`src/rtl/qnsr_pkg.sv`:
```
package qnsr_pkg;

    localparam int NEWTON_STEPS   = 4;
    localparam int DIV_BITS       = 30;
    localparam int GUESS_W        = 17;
    localparam int ROOT_W         = 15;
    localparam int SAMPLE_W       = 16;
    localparam int BIT_SEL_W      = 5;
    localparam int CELLS_PER_STEP = DIV_BITS + 1;
    localparam int N_CELLS        = NEWTON_STEPS * CELLS_PER_STEP;

    localparam logic [ROOT_W-1:0] Q15_ONE = 15'h7FFF;

    typedef struct packed {
        logic                vld;
        logic                spec;
        logic [ROOT_W-1:0]   sres;
        logic [DIV_BITS-1:0] scaled;
        logic [GUESS_W-1:0]  guess;
        logic [GUESS_W-1:0]  rem;
        logic [DIV_BITS-1:0] quo;
    } t_word;

endpackage

```
`src/rtl/qnsr_div_cell.sv`:
```
module qnsr_div_cell (
    input  logic                            i_clk,
    input  logic                            i_rst_n,
    input  logic                            i_en,
    input  logic [qnsr_pkg::BIT_SEL_W-1:0]  i_bit,
    input  qnsr_pkg::t_word                 i_word,
    output qnsr_pkg::t_word                 o_word
);
    import qnsr_pkg::*;

    t_word              r_word;
    t_word              n_word;
    logic [GUESS_W:0]   trial;
    logic [GUESS_W:0]   diff;
    logic               ge;

    always_comb begin
        trial  = {i_word.rem, i_word.scaled[i_bit]};
        ge     = trial >= {1'b0, i_word.guess};
        diff   = trial - {1'b0, i_word.guess};
        n_word = i_word;
        n_word.rem = ge ? diff[GUESS_W-1:0] : trial[GUESS_W-1:0];
        n_word.quo = {i_word.quo[DIV_BITS-2:0], ge};
    end

    always_ff @(posedge i_clk) begin
        if (!i_rst_n) begin
            r_word.vld <= 1'b0;
        end else if (i_en) begin
            r_word <= n_word;
        end
    end

    assign o_word = r_word;

endmodule

```
`config.mk`:
```
export PLATFORM = sky130hd
export DESIGN_NAME = qnsr_div_cell
export DESIGN_NICKNAME = d
export VERILOG_FILES = /design/src/rtl/qnsr_pkg.sv /design/src/rtl/qnsr_div_cell.sv
export SDC_FILE = /design/constraint.sdc
export NUM_CORES = 1
export LEC_CHECK = 0
export BUFFER_PORTS_ARGS = -buffer_cell sky130_fd_sc_hd__buf_2
export CAP_MARGIN = 20
export CORE_MARGIN = 1.5
export CORE_UTILIZATION = 51
export DETAILED_ROUTE_END_ITERATION = 8
export GPL_TIMING_DRIVEN = 0
export PLACE_DENSITY_LB_ADDON = 0.1
export SLEW_MARGIN = 5
export SYNTH_ARGS = -nofsm -noshare
export SYNTH_HDL_FRONTEND = slang
export SYNTH_SLANG_ARGS = --single-unit
export TNS_END_PERCENT = 30
```
`constraint.sdc`:
```
create_clock -name i_clk -period 13 [get_ports i_clk]
set_clock_uncertainty 0.1 [all_clocks]
set_input_delay 1.95 -clock i_clk [delete_from_list [all_inputs] [get_ports i_clk]]
set_output_delay 1.95 -clock i_clk [all_outputs]
set_load 0.1 [all_outputs]
```
==> impl_metrics.xml <==
<?xml version="1.0" encoding="UTF-8"?>
<metrics>
  <group name="route">
    <metric name="drt_iter0_markers" unit="">186</metric>
    <metric name="post_drt_via_cell_ratio" unit="">5.25</metric>
    <metric name="remaining_drc_errors" unit="">0</metric>
    <metric name="detail_route.wirelength" unit="um">12000</metric>
    <metric name="drt_pass1_iterations" unit="">5</metric>
    <metric name="route.detailed.wl_per_inst" unit="um">16.9</metric>
    <metric name="final_antenna_net_count" unit="">0</metric>
    <metric name="route.vias.total" unit="">3703</metric>
  </group>
  <group name="clocking">
    <metric name="cts.repair.resized" unit="">0</metric>
    <metric name="maximum_root_to_sink_buffer_count" unit="">2</metric>
    <metric name="cts_hold_buffers" unit="">0</metric>
    <metric name="cts.repair_timing.setup_buffer_count" unit="">0</metric>
    <metric name="clk_transition_reported_paths" unit="ns">0.10</metric>
    <metric name="clock_tree.htree_level_count" unit="">3</metric>
    <metric name="number_of_cts_inserted_buffers" unit="">9</metric>
    <metric name="clk-insertion-delay-late" unit="ns">0.36</metric>
    <metric name="numClockSinks" unit="">111</metric>
    <metric name="root_buffer" unit="">sky130_fd_sc_hd__clkbuf_8</metric>
    <metric name="cts_tree" unit="">done</metric>
  </group>
  <group name="final_layout">
    <metric name="layout-drive-gt1-share" unit="">0.489</metric>
    <metric name="design.final.nets" unit="">705</metric>
    <metric name="layout.core_utilization" unit="">0.677</metric>
    <metric name="largest_register_ffs" unit="">111</metric>
    <metric name="antenna-diode-count" unit="">0</metric>
    <metric name="syn2layout_area_growth" unit="%">29.7</metric>
  </group>
  <group name="yosys">
    <metric name="synthXorXnorAreaFrac" unit="">0.0139</metric>
    <metric name="yosysTopAreaCell" unit="">sky130_fd_sc_hd__edfxtp_1</metric>
    <metric name="ys_types" unit="">59</metric>
    <metric name="synth_area" unit="um2">5050</metric>
    <metric name="synth-main-ff-cell" unit="">sky130_fd_sc_hd__edfxtp_1</metric>
    <metric name="synth_nets" unit="">467</metric>
    <metric name="syn_area_per_cell" unit="um2">15.3</metric>
    <metric name="yosys_register_bits" unit="">111</metric>
    <metric name="netlist_top_cells_area" unit="">sky130_fd_sc_hd__edfxtp_1 (65%), sky130_fd_sc_hd__ha_1 (4.2%), sky130_fd_sc_hd__mux2_4 (2.7%), sky130_fd_sc_hd__mux4_2 (2.7%), sky130_fd_sc_hd__inv_1 (1.7%)</metric>
    <metric name="synth_area_in_compound_gates" unit="">0.120</metric>
    <metric name="area_fraction_of_the_dominant_cell_type_after_synthesis" unit="">0.654</metric>
    <metric name="synth_adder_area_share" unit="">0.0461</metric>
    <metric name="postSynth.asyncResetShare" unit="">0</metric>
    <metric name="netlist_instances" unit="">330</metric>
    <metric name="synth-simple-area-share" unit="">0.0547</metric>
    <metric name="synthMuxAreaShare" unit="">0.0720</metric>
    <metric name="synth_edf_count" unit="">110</metric>
    <metric name="largest_family_of_logic_cells_by_synthesized_area" unit="">compound AO/OA/AOI/OAI gates</metric>
    <metric name="synth-seq-area-share" unit="">0.658</metric>
    <metric name="yosysWarningCount" unit="">0</metric>
  </group>
  <group name="power">
    <metric name="power.static_leakage" unit="uW">0.00281</metric>
    <metric name="vdd.ir_drop.worst" unit="mV">0.0714</metric>
    <metric name="total_power_divided_by_cell_area" unit="nW/um2">144</metric>
  </group>
  <group name="critical_path">
    <metric name="path_class" unit="">input port to flip-flop</metric>
    <metric name="timing.critical_path.from_type" unit="">input port</metric>
    <metric name="path_max_fanout" unit="">10</metric>
    <metric name="worst_setup_path_end_kind" unit="">flip-flop</metric>
    <metric name="worst_path_most_repeated_cell" unit="">sky130_fd_sc_hd__a211oi_2</metric>
    <metric name="path_cells" unit="">clkbuf_1 &gt; mux4_2 &gt; o22ai_1 &gt; o32ai_1 &gt; a31oi_1 &gt; ha_1 &gt; inv_1 &gt; fa_1 &gt; a211oi_2 &gt; o21ai_2 &gt; a211oi_2 &gt; o21a_1 &gt; buf_6 &gt; inv_4 &gt; buf_12 &gt; mux2_4</metric>
    <metric name="crit_path_max_incr_delay" unit="ns">0.58</metric>
    <metric name="cp_data_required_time" unit="ns">13.02</metric>
    <metric name="timing.critical_path.depth" unit="">16</metric>
    <metric name="cp.arrival" unit="ns">6.05</metric>
    <metric name="reg2reg_path_depth" unit="">2</metric>
    <metric name="critical_path.n_buffers_inverters" unit="">5</metric>
    <metric name="crit_family" unit="">compound AO/OA/AOI/OAI gates</metric>
    <metric name="cp_slowest_cell" unit="">sky130_fd_sc_hd__mux4_2</metric>
  </group>
  <group name="global_routing">
    <metric name="global_route_wire_length_before_repair" unit="um">17600</metric>
    <metric name="grt_max_degree" unit="">58</metric>
    <metric name="grt.overflow.total" unit="">0</metric>
    <metric name="number_of_antenna_violations_at_the_first_check_in_global_routing" unit="">0</metric>
    <metric name="groute.usage.overall" unit="">0.225</metric>
    <metric name="vias_in_the_first_global_route" unit="">3516</metric>
  </group>
  <group name="die">
    <metric name="boundaryPins" unit="">230</metric>
    <metric name="core" unit="um2">9680</metric>
    <metric name="die-height" unit="um">103</metric>
    <metric name="initial_core_util" unit="">0.522</metric>
    <metric name="floorplan.die_area" unit="um2">10500</metric>
    <metric name="fp-row-count" unit="">36</metric>
    <metric name="floorplan.die.width" unit="um">103</metric>
  </group>
  <group name="sta">
    <metric name="drv_slew" unit="">0</metric>
    <metric name="min_period" unit="ns">6.03</metric>
    <metric name="rsz0062_at_grt" unit="">no</metric>
    <metric name="final.setup.tns" unit="ns">0</metric>
    <metric name="timing.final.hold_violations" unit="">0</metric>
    <metric name="slew_headroom" unit="">0.517</metric>
    <metric name="setup_viol" unit="">0</metric>
    <metric name="maxClockFrequency" unit="MHz">166</metric>
    <metric name="tightestPinTransition" unit="ns">0.725</metric>
    <metric name="fin_crit_sh" unit="">0.464</metric>
  </group>
  <group name="placed_design">
    <metric name="numPortBuffers" unit="">226</metric>
    <metric name="gpl_congestion" unit="">0.853</metric>
    <metric name="detailedPlacementHpwl" unit="um">9300</metric>
  </group>
  <group name="job">
    <metric name="max-cap-violations" unit="">0</metric>
  </group>
  <group name="hold_path">
    <metric name="timing.hold.worst_path_depth" unit="">2</metric>
    <metric name="timing.hold.worst.class" unit="">flip-flop to flip-flop</metric>
  </group>
  <group name="status">
    <metric name="outcome" unit="">complete, no violations</metric>
  </group>
</metrics>
-- final cells by class --
cell class                 instances  area, um2
buffer                            13       90.1
clock buffer                      10        128
timing repair buffer             227       1160
inverter                          24       92.6
fill                             713       3130
multi-input combinational        182       1550
sequential                       111       3320
tap                              133        166
clock inverter                     6       43.8
-- worst paths after layout --
check              startpoint     endpoint  slack, ns
hold / removal    o_word[110]  o_word[110]       0.45
setup / recovery     i_bit[1]   o_word[37]       6.97
hold reg to reg   o_word[110]  o_word[110]       0.45
setup reg to reg  o_word[110]  o_word[110]      12.28
-- worst min-delay path: stages (launching register included) --
cell and delay [ns]:
sky130_fd_sc_hd__dfxtp_1 0.35, sky130_fd_sc_hd__mux2i_1 0.07, sky130_fd_sc_hd__nor2b_1 0.10
-- kinds of logic (layout without fill, tap and decap cells) --
group | count (synthesis) | count (layout)
flops | 111 | 111
compound gates | 77 | 77
simple gates | 55 | 55
buf+inv | 37 | 280
mux | 24 | 24
fa+ha+maj | 18 | 18
xor+xnor | 8 | 8
-- power breakdown --
group          leakage, uW  internal [uW]  switching, uW
clock network    0.0000839           71.1            115
logic              0.00168           71.9            255
registers          0.00104            425           5.70
-- per-stage QoR --
step / hold slack, ns / total power [uW] / cells / cell area, um2 / worst slack [ns]
floorplan: 0.881 / 705 / 330 / 5050 / 7.30
global placement: 0.402 / 763 / 689 / 6350 / 6.57
detailed placement: 0.422 / 765 / 690 / 6380 / 6.59
CTS: 0.451 / 950 / 706 / 6550 / 6.94
global route: 0.509 / 979 / 706 / 6550 / 6.76
finish: 0.455 / 943 / 706 / 6550 / 6.97
-- cells in the mapped netlist, types with 3 or more instances --
cell type and number:
sky130_fd_sc_hd__a211oi_1 5, sky130_fd_sc_hd__a21o_1 5, sky130_fd_sc_hd__a21oi_1 9, sky130_fd_sc_hd__a31oi_1 3, sky130_fd_sc_hd__buf_2 8, sky130_fd_sc_hd__edfxtp_1 110, sky130_fd_sc_hd__ha_1 17, sky130_fd_sc_hd__inv_1 23
sky130_fd_sc_hd__mux2_2 3, sky130_fd_sc_hd__mux2_4 9, sky130_fd_sc_hd__mux2i_1 6, sky130_fd_sc_hd__mux4_2 6, sky130_fd_sc_hd__nand2_1 12, sky130_fd_sc_hd__nand3_1 6, sky130_fd_sc_hd__nand4_1 3, sky130_fd_sc_hd__nor2_1 13
sky130_fd_sc_hd__nor2b_1 4, sky130_fd_sc_hd__nor3_1 6, sky130_fd_sc_hd__nor4_1 3, sky130_fd_sc_hd__o2111ai_1 3, sky130_fd_sc_hd__o211ai_1 7, sky130_fd_sc_hd__o21a_1 4, sky130_fd_sc_hd__o21ai_0 6, sky130_fd_sc_hd__o21bai_1 3
sky130_fd_sc_hd__o31ai_1 4, sky130_fd_sc_hd__o41ai_1 3, sky130_fd_sc_hd__xnor2_1 5, sky130_fd_sc_hd__xor2_1 3
-- per-layer routing --
layer  vias up  track usage  wire, um
met5         -            0         0
met4         0       0.0664       165
met3        13       0.0495       979
met2       168        0.401      6200
met1      1747        0.274      4610
li1       1775            -         -
-- layout by cell type (no fill, tap or decap), drive strengths merged, types with 3 or more instances in the layout --
master and instances:
o21ai 9, buf 238, mux2 12, mux2i 6
a211oi 7, nor2 13, nand4 3, nor3 6
o21a 4, a21o 5, o41ai 3, clkinv 3
o31ai 4, xor2 3, o2111ai 3, a21oi 11
nand3 6, edfxtp 110, ha 17, o211ai 7
clkbuf 12, xnor2 5, nor2b 4, nor4 3
a31oi 3, o21bai 3, inv 26, mux4 6
nand2 12
Power figures use the tool's default switching activity.
