--- src/rtl/qnsr_pkg.sv ---
package qnsr_pkg;

    localparam int NEWTON_STEPS   = 4;
    localparam int DIV_BITS       = 30;
    localparam int GUESS_W        = 17;
    localparam int ROOT_W         = 15;
    localparam int SAMPLE_W       = 16;
    localparam int BIT_SEL_W      = 5;
    localparam int CELLS_PER_STEP = DIV_BITS + 1;
    localparam int N_CELLS        = NEWTON_STEPS * CELLS_PER_STEP;

    localparam logic [ROOT_W-1:0] Q15_ONE = 15'h7FFF;

    typedef struct packed {
        logic                vld;
        logic                spec;
        logic [ROOT_W-1:0]   sres;
        logic [DIV_BITS-1:0] scaled;
        logic [GUESS_W-1:0]  guess;
        logic [GUESS_W-1:0]  rem;
        logic [DIV_BITS-1:0] quo;
    } t_word;

endpackage

--- src/rtl/qnsr_step_cell.sv ---
module qnsr_step_cell (
    input  logic            i_clk,
    input  logic            i_rst_n,
    input  logic            i_en,
    input  qnsr_pkg::t_word i_word,
    output qnsr_pkg::t_word o_word
);
    import qnsr_pkg::*;

    t_word              r_word;
    t_word              n_word;
    logic [DIV_BITS:0]  sum;

    always_comb begin
        sum          = {{(DIV_BITS+1-GUESS_W){1'b0}}, i_word.guess}
                     + {1'b0, i_word.quo};
        n_word       = i_word;
        n_word.guess = sum[GUESS_W:1];
        n_word.rem   = '0;
        n_word.quo   = '0;
    end

    always_ff @(posedge i_clk) begin
        if (!i_rst_n) begin
            r_word.vld <= 1'b0;
        end else if (i_en) begin
            r_word <= n_word;
        end
    end

    assign o_word = r_word;

endmodule

--- config.mk ---
export PLATFORM = sky130hd
export DESIGN_NAME = qnsr_step_cell
export DESIGN_NICKNAME = d
export VERILOG_FILES = /design/src/rtl/qnsr_pkg.sv /design/src/rtl/qnsr_step_cell.sv
export SDC_FILE = /design/constraint.sdc
export NUM_CORES = 1
export LEC_CHECK = 0
export BUFFER_PORTS_ARGS = -buffer_cell sky130_fd_sc_hd__buf_2
export CAP_MARGIN = 10
export CORE_ASPECT_RATIO = 1.2
export CORE_MARGIN = 2
export CORE_UTILIZATION = 43
export CTS_BUF_LIST = sky130_fd_sc_hd__clkbuf_4 sky130_fd_sc_hd__clkbuf_8
export CTS_CLUSTER_SIZE = 12
export DETAILED_ROUTE_END_ITERATION = 7
export MAX_ROUTING_LAYER = met4
export PLACE_DENSITY = 0.83
export REMOVE_ABC_BUFFERS = 1
export SLEW_MARGIN = 20
export SYNTH_ARGS = -nofsm -noshare
export SYNTH_HDL_FRONTEND = slang
export SYNTH_SLANG_ARGS = --single-unit
--- constraint.sdc ---
create_clock -name i_clk -period 2.65 [get_ports i_clk]
set_clock_uncertainty 0.2 [all_clocks]
set_input_delay 0.3975 -clock i_clk [delete_from_list [all_inputs] [get_ports i_clk]]
set_output_delay 0.3975 -clock i_clk [all_outputs]
set_load 0.03 [all_outputs]
==> metrics.md, run 1 <==
| Metric | Value |
|---|---|
| Status | `finished, final reports clean` |
| GRT Total Usage | `16.4%` |
| Worst vdd ir | `357 uV` |
| Synth Register Bits | `64` |
| Synth cell types | `45` |
| Max reg flops | `64` |
| Crit path largest cell delay | `0.47 ns` |
| Met1 GRT Util | `17.5%` |
| Kind of critical path | `in -> reg` |
| Largest net degree at the start of global routing | `40` |
| Multi-input gate area | `1090 sq um` |
| Max Root-Sink Buffers | `2` |
| Synth warnings | `0` |
| MaxCap Viol Count | `0` |
| CTS tree | `done` |
| Ports | `225` |
| Rows | `34` |
| Storage cell area | `1910 sq um` |
| Number of hold buffers added after cts | `0` |
| Fin nets | `522` |
| Total Die Area | `8210 sq um` |
| Number of flops mapped to enable cells by yosys | `63` |
| Pwr Total | `0.00267 W` |
| Root Buffer | `clkbuf_8` |
| Post-detailed-route wirelength per cell | `13.4 um` |
| Pins Over Slew Limit | `0` |
| Vias per Instance | `4.58` |
| Cell Area, Placed | `3890 sq um` |
| Clock sinks | `64` |
| Syn-to-layout area delta | `26.7%` |
| Placed Instances | `470` |
| Initial Util | `44.3%` |
| Min Hold Slack | `0.0421 ns` |
| Synthesized instance count | `235` |
| Count of non-filler cells in the finished layout | `486` |
| Met2 Use GR | `28.1%` |
| Worst min-delay path class | `in -> reg` |
| Initial antenna violation count | `0` |
| Vias in the first global route | `2,155` |
| FF-to-FF path depth | `2` |
| CTS Buf Count | `9` |
| DRT iter0 DRCs | `44` |
| Mapped Avg Cell Area | `13.7 sq um` |
| Share of cells above drive strength 1 | `45.7%` |
| Post-route ant nets | `0` |
| Final setup violation count | `0` |
| Final hold violations | `0` |
| Crit path time final | `2.18 ns` |
| PwrDens | `653 nW/um^2` |
| Global-route wire length before repair | `10.2 mm` |
| Chip Height | `98.9 um` |
| Final setup TNS | `0 ns` |
| Cell Chain, Critical Path | `buf_2 > inv_1 > fa_1 > nand2b_1 > a21oi_2 > o41ai_4 > o221ai_1 > o21ai_1 > xnor2_1` |
| DR pass1 iterations | `4` |
| Via count | `2,224` |
| CP max stage cell | `fa_1` |
| Grt total ovfl | `0` |
| Placer Congestion | `0.847` |
| Worst setup SP type | `primary input` |
| Post-CTS setup buffers | `0` |
| Commonest non-fill, non-tap cell in the layout | `buf_2` |
| Post-cts sizing count | `0` |
| Hold Path Cell Cnt | `1` |
| Leakage power | `1.85 nW` |
| Clock slew seen by the registers of the worst setup and hold paths | `0.07 ns` |
| DRC | `0` |
| Cell count along the critical path | `9` |
| CP arrival | `2.06 ns` |
| PortBufs | `148` |
| H-tree levels | `3` |
| Critical path's top delay family | `compound AO/OA/AOI/OAI gates` |
| CP Max Fanout | `3` |
| GR peak layer | `met2` |
| CP required | `2.53 ns` |
| Worst setup EP type | `register` |
| Synth Flop Type | `edfxtp_1` |
| Core ar. | `7270 sq um` |
| Grt met3 use | `5.11%` |
| Bufs and invs on worst path | `2` |
| Die W | `83.1 um` |
| ANT cells | `0` |
| Fillers | `608` |
| Detailed placer's ending HPWL | `5.36 mm` |
| Commonest non-fill, non-tap cells in the layout | `buf_2, edfxtp_1, conb_1` |
| Routed wire length | `6.52 mm` |
| Seq/Total Area, Yosys | `59.3%` |
| Async SR Flop Fraction | `0%` |
| Max Clk Rate | `459 MHz` |
| Post-route design area | `4080 sq um` |
| Worst-skew pair later-pin latency | `0.32 ns` |
| RSZ-0062 raised after global routing | `false` |
| Fin crit share | `82.3%` |
| Synthesized cell area | `3220 sq um` |
==> worst paths after layout <==
kind                 endpoint        start  slack [ns]
setup / recovery   o_word[62]    i_word[1]        0.47
hold / removal     o_word[73]   i_word[73]        0.04
setup reg to reg  o_word[110]  o_word[110]        1.85
hold reg to reg   o_word[110]  o_word[110]        0.33
==> synthesized netlist by cell type (all sizes together), types with 2 or more instances <==
master  instances  share of area [%]
nand4           3               0.58
nand2b          2               0.39
a21o            6                1.4
nor2            6               0.70
xor2            3               0.82
a211oi          5                1.3
nand2          11                1.3
o41ai           2                1.1
o21ai           9                1.9
o21bai          3               0.93
a31oi           3                1.0
and2            3               0.66
inv             5               0.58
nor2b           2               0.39
ha             16                6.2
a21oi          12                2.1
edfxtp         63                 59
nor3            2               0.31
buf            50                 11
nor4            3               0.58
xnor2          10                2.7
and3            2               0.54
o21a            2               0.47
==> routing by layer <==
| layer | share of wire, % | vias to the layer above | routed length (um) |
|---|---|---|---|
| met5 | 0 | - | 0 |
| met4 | 1.6 | 0 | 102 |
| met3 | 9.2 | 8 | 597 |
| met2 | 50 | 143 | 3290 |
| met1 | 39 | 978 | 2540 |
| li1 | - | 1095 | - |
==> area by class of cell <==
class,instances,area share (%)
inverters,5,0.460
well taps,90,2.76
multi-input cells,161,26.8
clock inverters,6,1.47
clock buffers,10,3.22
flip-flops and latches,64,46.8
repair buffers,150,18.5
==> cells by family (layout without fill, tap and decap cells) <==
group | count (synthesis) | after routing | share of synthesized area (%)
flops | 64 | 64 | 59.3
buf+inv | 56 | 171 | 12.2
other cells | 1 | 47 | 0.116
mux | 1 | 1 | 0.310
simple gates | 35 | 35 | 5.70
xor+xnor | 13 | 13 | 3.53
fa+ha+maj | 17 | 17 | 6.83
compound gates | 48 | 48 | 12.0
==> power breakdown <==
part	internal (W)	switching [W]	total (W)
Sequential	0.00121	0.0000167	0.00123
Clock	0.000439	0.000344	0.000783
Combinational	0.000203	0.000451	0.000654
==> worst register-to-register path, cell delays in order (launching register included) <==
cell and delay, ns:
dfxtp_1 0.31, mux2i_1 0.13, nor2b_1 0.06
==> per-stage QoR <==
step / setup slack [ns] / utilization [%]
finish: 0.470 / 56.1
global route: 0.407 / 56.1
CTS: 0.488 / 56.1
detailed placement: 0.143 / 53.5
global placement: 0.184 / 53.5
floorplan: 0.141 / -
Note: power is estimated with default switching activity, not from simulation.
==> run 2: changes to the inputs <==
--- a/config.mk
+++ b/config.mk
@@ -9,12 +9,12 @@
 export CAP_MARGIN = 10
 export CORE_ASPECT_RATIO = 1.2
 export CORE_MARGIN = 2
-export CORE_UTILIZATION = 43
+export CORE_UTILIZATION = 39
 export CTS_BUF_LIST = sky130_fd_sc_hd__clkbuf_4 sky130_fd_sc_hd__clkbuf_8
 export CTS_CLUSTER_SIZE = 12
 export DETAILED_ROUTE_END_ITERATION = 7
 export MAX_ROUTING_LAYER = met4
-export PLACE_DENSITY = 0.83
+export PLACE_DENSITY = 0.8
 export REMOVE_ABC_BUFFERS = 1
 export SLEW_MARGIN = 20
 export SYNTH_ARGS = -nofsm -noshare
==> constraint.sdc (replaced) <==
create_clock -name i_clk -period 2 [get_ports i_clk]
set_clock_uncertainty 0.2 [all_clocks]
set_input_delay 0.3 -clock i_clk [delete_from_list [all_inputs] [get_ports i_clk]]
set_output_delay 0.3 -clock i_clk [all_outputs]
set_load 0.03 [all_outputs]
==> run 2 against run 1 <==
Utilization grew 3.7 points. Non-clock buffer count up 84. Sequential cell count did not move. Via count up 18%. Routed wire length is 35% higher. Design area up 18%. Critical path type unchanged. Largest power group unchanged. Highest routed layer unchanged.
==> metrics.md, run 2 (same netlist as run 1, synthesis figures left out) <==
| Metric | Value |
|---|---|
| Kind of critical path | `in -> reg` |
| PwrDens | `736 nW/um^2` |
| Clock slew seen by the registers of the worst setup and hold paths | `0.06 ns` |
| Global-route wire length before repair | `13.0 mm` |
| Count of non-filler cells in the finished layout | `574` |
| Detailed placer's ending HPWL | `6.24 mm` |
| Max Root-Sink Buffers | `2` |
| CP required | `1.92 ns` |
| Fin crit share | `96.9%` |
| Worst Hold Path EP | `o_word[110]` |
| PortBufs | `148` |
| Commonest non-fill, non-tap cell in the layout | `buf_2` |
| Rows | `36` |
| Via count | `2,629` |
| Max reg flops | `64` |
| Vias in the first global route | `2,654` |
| Status | `finished, final reports clean` |
| Post-route ant nets | `0` |
| Vias per Instance | `4.58` |
| FF-to-FF path depth | `2` |
| CP Max Fanout | `3` |
| Reg2reg setup slack | `1.15 ns` |
| Post-route design area | `4830 sq um` |
| Grt total ovfl | `0` |
| Initial Util | `40.0%` |
| Post-detailed-route wirelength per cell | `15.4 um` |
| Reg2reg start | `o_word[110]` |
| Placer Congestion | `0.817` |
| Final hold violations | `0` |
| GRT Total Usage | `19.5%` |
| Share of cells above drive strength 1 | `45.3%` |
| Syn-to-layout area delta | `49.7%` |
| DRT iter0 DRCs | `91` |
| H-tree levels | `3` |
| Commonest non-fill, non-tap cells in the layout | `buf_2, edfxtp_1, conb_1, dlygate4sd3_1, buf_4` |
| CP arrival | `1.86 ns` |
| Worst-skew pair later-pin latency | `0.32 ns` |
| Final setup TNS | `0 ns` |
| Fin nets | `606` |
| CTS Buf Count | `9` |
| DRC | `0` |
| Endpoint of the worst-slack reg-to-reg timing path | `o_word[110]` |
| Cell Area, Placed | `4180 sq um` |
| Storage cell area | `1910 sq um` |
| Worst min-delay path class | `in -> reg` |
| Core ar. | `8060 sq um` |
| Hold Startpoint | `i_word[110]` |
| Pins Over Slew Limit | `0` |
| Fillers | `571` |
| Placed Instances | `511` |
| Crit path time final | `1.94 ns` |
| Multi-input gate area | `1110 sq um` |
| Max Clk Rate | `516 MHz` |
| Chip Height | `104 um` |
| Leakage power | `2.22 nW` |
| Worst setup EP type | `register` |
| DR pass1 iterations | `4` |
| Hold Path Cell Cnt | `3` |
| Final setup violation count | `0` |
| ANT cells | `0` |
| Worst setup SP type | `primary input` |
| Clock sinks | `64` |
| Die W | `87.0 um` |
| Initial antenna violation count | `0` |
| Routed wire length | `8.81 mm` |
| MaxCap Viol Count | `0` |
| CTS tree | `done` |
| Ports | `225` |
| Root Buffer | `clkbuf_8` |
| Min Hold Slack | `0.0701 ns` |
| Worst vdd ir | `276 uV` |
| Total Die Area | `9010 sq um` |
| RSZ-0062 raised after global routing | `false` |
| Largest net degree at the start of global routing | `64` |
-- run 2: cell types whose count changed in the layout (fill, tap and decap cells not counted), moves of 2 or more --
cell | previous run | this run
clkinvlp_4 | 2 | 0
dlygate4sd3_1 | 0 | 47
buf_4 | 2 | 38
clkinv_1 | 0 | 2
-- run 2: power by group --
part / total [W] / internal [W] / switching (W)
sequential: 0.00164 / 0.00161 / 0.0000304
combinational: 0.00106 / 0.000411 / 0.000651
clock: 0.000855 / 0.000424 / 0.000431
total: 0.00355 / 0.00244 / 0.00111
-- run 2: metrics by stage --
step | utilization [%] | power (W) | setup WS (ns)
finish | 59.9 | 0.00355 | 0.0628
global route | 59.9 | 0.00372 | 0.00512
CTS | 59.6 | 0.00355 | 0.0206
detailed placement | 51.9 | 0.00263 | -0.322
global placement | 51.9 | 0.00261 | -0.286
floorplan | - | 0.00228 | -0.412
-- run 2: how the worst max path moves through the flow --
stage / start / to / depth (start not counted)
2_1_floorplan: i_en / o_word[100] / 1
3_3_place_gp: i_word[1] / o_word[58] / 9
3_5_place_dp: i_word[1] / o_word[58] / 9
4_1_cts: i_word[1] / o_word[58] / 9
5_1_grt: i_word[7] / o_word[58] / 7
6_report: i_word[1] / o_word[58] / 9
-- run 2: per-layer routing --
| metal | GRT usage (%) | wire length (um) |
|---|---|---|
| met2 | 34.1 | 4530 |
| met4 | 6.58 | 126 |
| met1 | 19.8 | 3150 |
| met3 | 6.69 | 1010 |
| met5 | - | 0 |
-- run 2: final cells by class --
| cell class | count | area share (%) |
|---|---|---|
| Clock buffer | 9 | 2.57 |
| Clock inverter | 6 | 0.570 |
| Inverter | 5 | 0.389 |
| Multi-Input combinational cell | 161 | 23.0 |
| Sequential cell | 64 | 39.6 |
| Tap cell | 95 | 2.46 |
| Timing Repair Buffer | 234 | 31.4 |
-- run 2: worst max-delay path: stages --
cell,delay [ns]
buf_2,0.10
inv_1,0.05
fa_1,0.43
nand2b_4,0.16
a21oi_2,0.20
o41ai_4,0.10
o21bai_2,0.19
nor4_1,0.07
a211oi_1,0.24
-- run 2: repair_timing --
item	4_1_cts	5_1_grt
gates resized for setup	0	2
endpoints found under the setup margin	0	2
endpoints found under the hold margin	47	0
setup buffers	0	1
hold buffers	47	0
==> run 3: changes to the inputs <==
--- a/config.mk
+++ b/config.mk
@@ -14,7 +14,7 @@
 export CTS_CLUSTER_SIZE = 12
 export DETAILED_ROUTE_END_ITERATION = 7
 export MAX_ROUTING_LAYER = met4
-export PLACE_DENSITY = 0.8
+export PLACE_DENSITY = 0.78
 export REMOVE_ABC_BUFFERS = 1
 export SLEW_MARGIN = 20
 export SYNTH_ARGS = -nofsm -noshare
==> run 3 against run 2 <==
Final cell count is 0.35% higher. Register-to-register slack worse by 0.05 ns. Combinational power hardly changed. Hold slack worse by 0.027 ns. Sequential power hardly changed. Global-route usage is 0.11 points lower. Largest cell class unchanged. Critical endpoint is now o_word[56]. Sequential share of layout area is 0.57 points lower. Power is 8.5% higher. Sequential cell count stayed put. Worst setup slack better by 0.0043 ns. Non-clock buffer count is 1 higher.
==> metrics.md, run 3 (same netlist as run 1, synthesis figures left out) <==
| Metric | Value |
|---|---|
| Routed wire length | `8.78 mm` |
| Multi-input gate area | `1110 sq um` |
| CP required | `1.87 ns` |
| Status | `finished, final reports clean` |
| Clock sinks | `64` |
| Max reg flops | `64` |
| Kind of critical path | `in -> reg` |
| Commonest non-fill, non-tap cells in the layout | `buf_2, edfxtp_1, conb_1` |
| Initial Util | `40.0%` |
| ANT cells | `0` |
| Initial antenna violation count | `0` |
| CTS Buf Count | `9` |
| Worst vdd ir | `329 uV` |
| Fillers | `583` |
| Endpoint of the worst-slack reg-to-reg timing path | `o_word[110]` |
| Rows | `36` |
| Storage cell area | `1910 sq um` |
| Grt total ovfl | `0` |
| Reg2reg setup slack | `1.10 ns` |
| CP arrival | `1.80 ns` |
| GRT Total Usage | `19.3%` |
| Placer Congestion | `0.839` |
| Max Root-Sink Buffers | `2` |
| Post-detailed-route wirelength per cell | `15.2 um` |
| Fin nets | `607` |
| Root Buffer | `clkbuf_8` |
| Crit path launch | `i_word[1]` |
| Final Util | `60.7%` |
| Worst-skew pair later-pin latency | `0.32 ns` |
| DRC | `0` |
| Final setup TNS | `0 ns` |
| Fin crit share | `96.6%` |
| PwrDens | `788 nW/um^2` |
| Detailed placer's ending HPWL | `6.02 mm` |
| Vias per Instance | `4.65` |
| Via count | `2,677` |
| Clock slew seen by the registers of the worst setup and hold paths | `0.06 ns` |
| Worst setup EP type | `register` |
| Vias in the first global route | `2,712` |
| Global-route wire length before repair | `13.2 mm` |
| Share of cells above drive strength 1 | `45.7%` |
| Post-route ant nets | `0` |
| Die W | `87.0 um` |
| Final hold violations | `0` |
| RSZ-0062 raised after global routing | `true` |
| Crit path time final | `1.93 ns` |
| Total Die Area | `9010 sq um` |
| DRT iter0 DRCs | `110` |
| Max Clk Rate | `517 MHz` |
| Cell Chain, Critical Path | `buf_2 > inv_1 > fa_1 > nand2b_1 > a21oi_2 > o41ai_4 > o21bai_2 > a21oi_2 > xnor2_1` |
| Worst setup SP type | `primary input` |
| Chip Height | `104 um` |
| Ports | `225` |
| Leakage power | `2.25 nW` |
| Final setup violation count | `0` |
| MaxCap Viol Count | `0` |
| End of the critical path | `o_word[56]` |
| CP Max Fanout | `3` |
| H-tree levels | `3` |
| Worst Setup Slack, final | `0.0671 ns` |
| Commonest non-fill, non-tap cell in the layout | `buf_2` |
| Worst min-delay path class | `in -> reg` |
| Pre-CTS WS | `-0.316 ns` |
| DR pass1 iterations | `4` |
| Reg2reg start | `o_word[110]` |
| Crit path largest cell delay | `0.44 ns` |
| PortBufs | `148` |
| Largest net degree at the start of global routing | `64` |
| Syn-to-layout area delta | `51.8%` |
| Critical path's most frequent cell | `a21oi_2` |
| Core ar. | `8060 sq um` |
| CP max stage cell | `fa_1` |
| FF-to-FF path depth | `2` |
| CTS tree | `done` |
| Pins Over Slew Limit | `0` |
-- run 3: cell types whose count changed in the layout (fill, tap and decap cells not counted), moves of 2 or more --
cell	before	now
clkinv_2	4	0
buf_4	38	40
bufinv_16	0	2
clkbuf_4	0	2
-- run 3: through the flow --
stage	hold WS (ns)	total power (W)	instances	area, sq um
global route	0.0237	0.00402	576	4900
global placement	0.277	0.00261	513	4200
finish	0.0436	0.00386	576	4900
CTS	0.00399	0.00386	575	4870
detailed placement	0.278	0.00263	513	4200
floorplan	0.199	0.00228	230	3020
-- run 3: cell type report --
type,count,area share [%]
Tap cell,95,2.43
Multi-Input combinational cell,161,22.8
Clock buffer,11,2.84
Timing Repair Buffer,235,31.1
Sequential cell,64,39.0
Inverter,5,0.383
Clock inverter,5,1.46
-- run 3: worst min-delay path by stage --
stage | start | endpoint | slack [ns] | cells after the start
2_1_floorplan | i_word[100] | o_word[100] | 0.20 | 0
6_report | i_rst_n | o_word[110] | 0.04 | 2
5_1_grt | i_rst_n | o_word[110] | 0.02 | 2
4_1_cts | i_rst_n | o_word[110] | 0.004 | 2
3_5_place_dp | i_word[74] | o_word[74] | 0.28 | 1
3_3_place_gp | i_word[82] | o_word[82] | 0.28 | 1
-- run 3: critical path, delay by kind of cell --
family | cells | cell delay, ns
buffers and inverters | 2 | 0.14
xor gates and xnor gates | 1 | 0.13
AOI/OAI and AO/OA | 4 | 0.61
adders and majority gates | 1 | 0.44
and+or+nand+nor | 1 | 0.19
-- run 3: power breakdown --
| group | internal (W) | switching [W] |
|---|---|---|
| clock | 0.000717 | 0.000436 |
| combinational | 0.000411 | 0.000656 |
| sequential | 0.00161 | 0.0000295 |
| total | 0.00274 | 0.00112 |
-- run 3: repair_timing --
action,CTS,global route
hold buffers,46,0
resized for setup,0,3
endpoints found under the hold margin,46,0
endpoints found under the setup margin,0,6
buffers inserted,0,1
-- run 3: routing by layer --
metal | routed length (um) | global-route usage, % | vias to the layer above
met2 | 4360 | 33.6 | 171
met3 | 1040 | 6.85 | 20
met4 | 235 | 7.59 | 0
li1 | - | - | 1263
met5 | 0 | - | -
met1 | 3140 | 19.4 | 1223
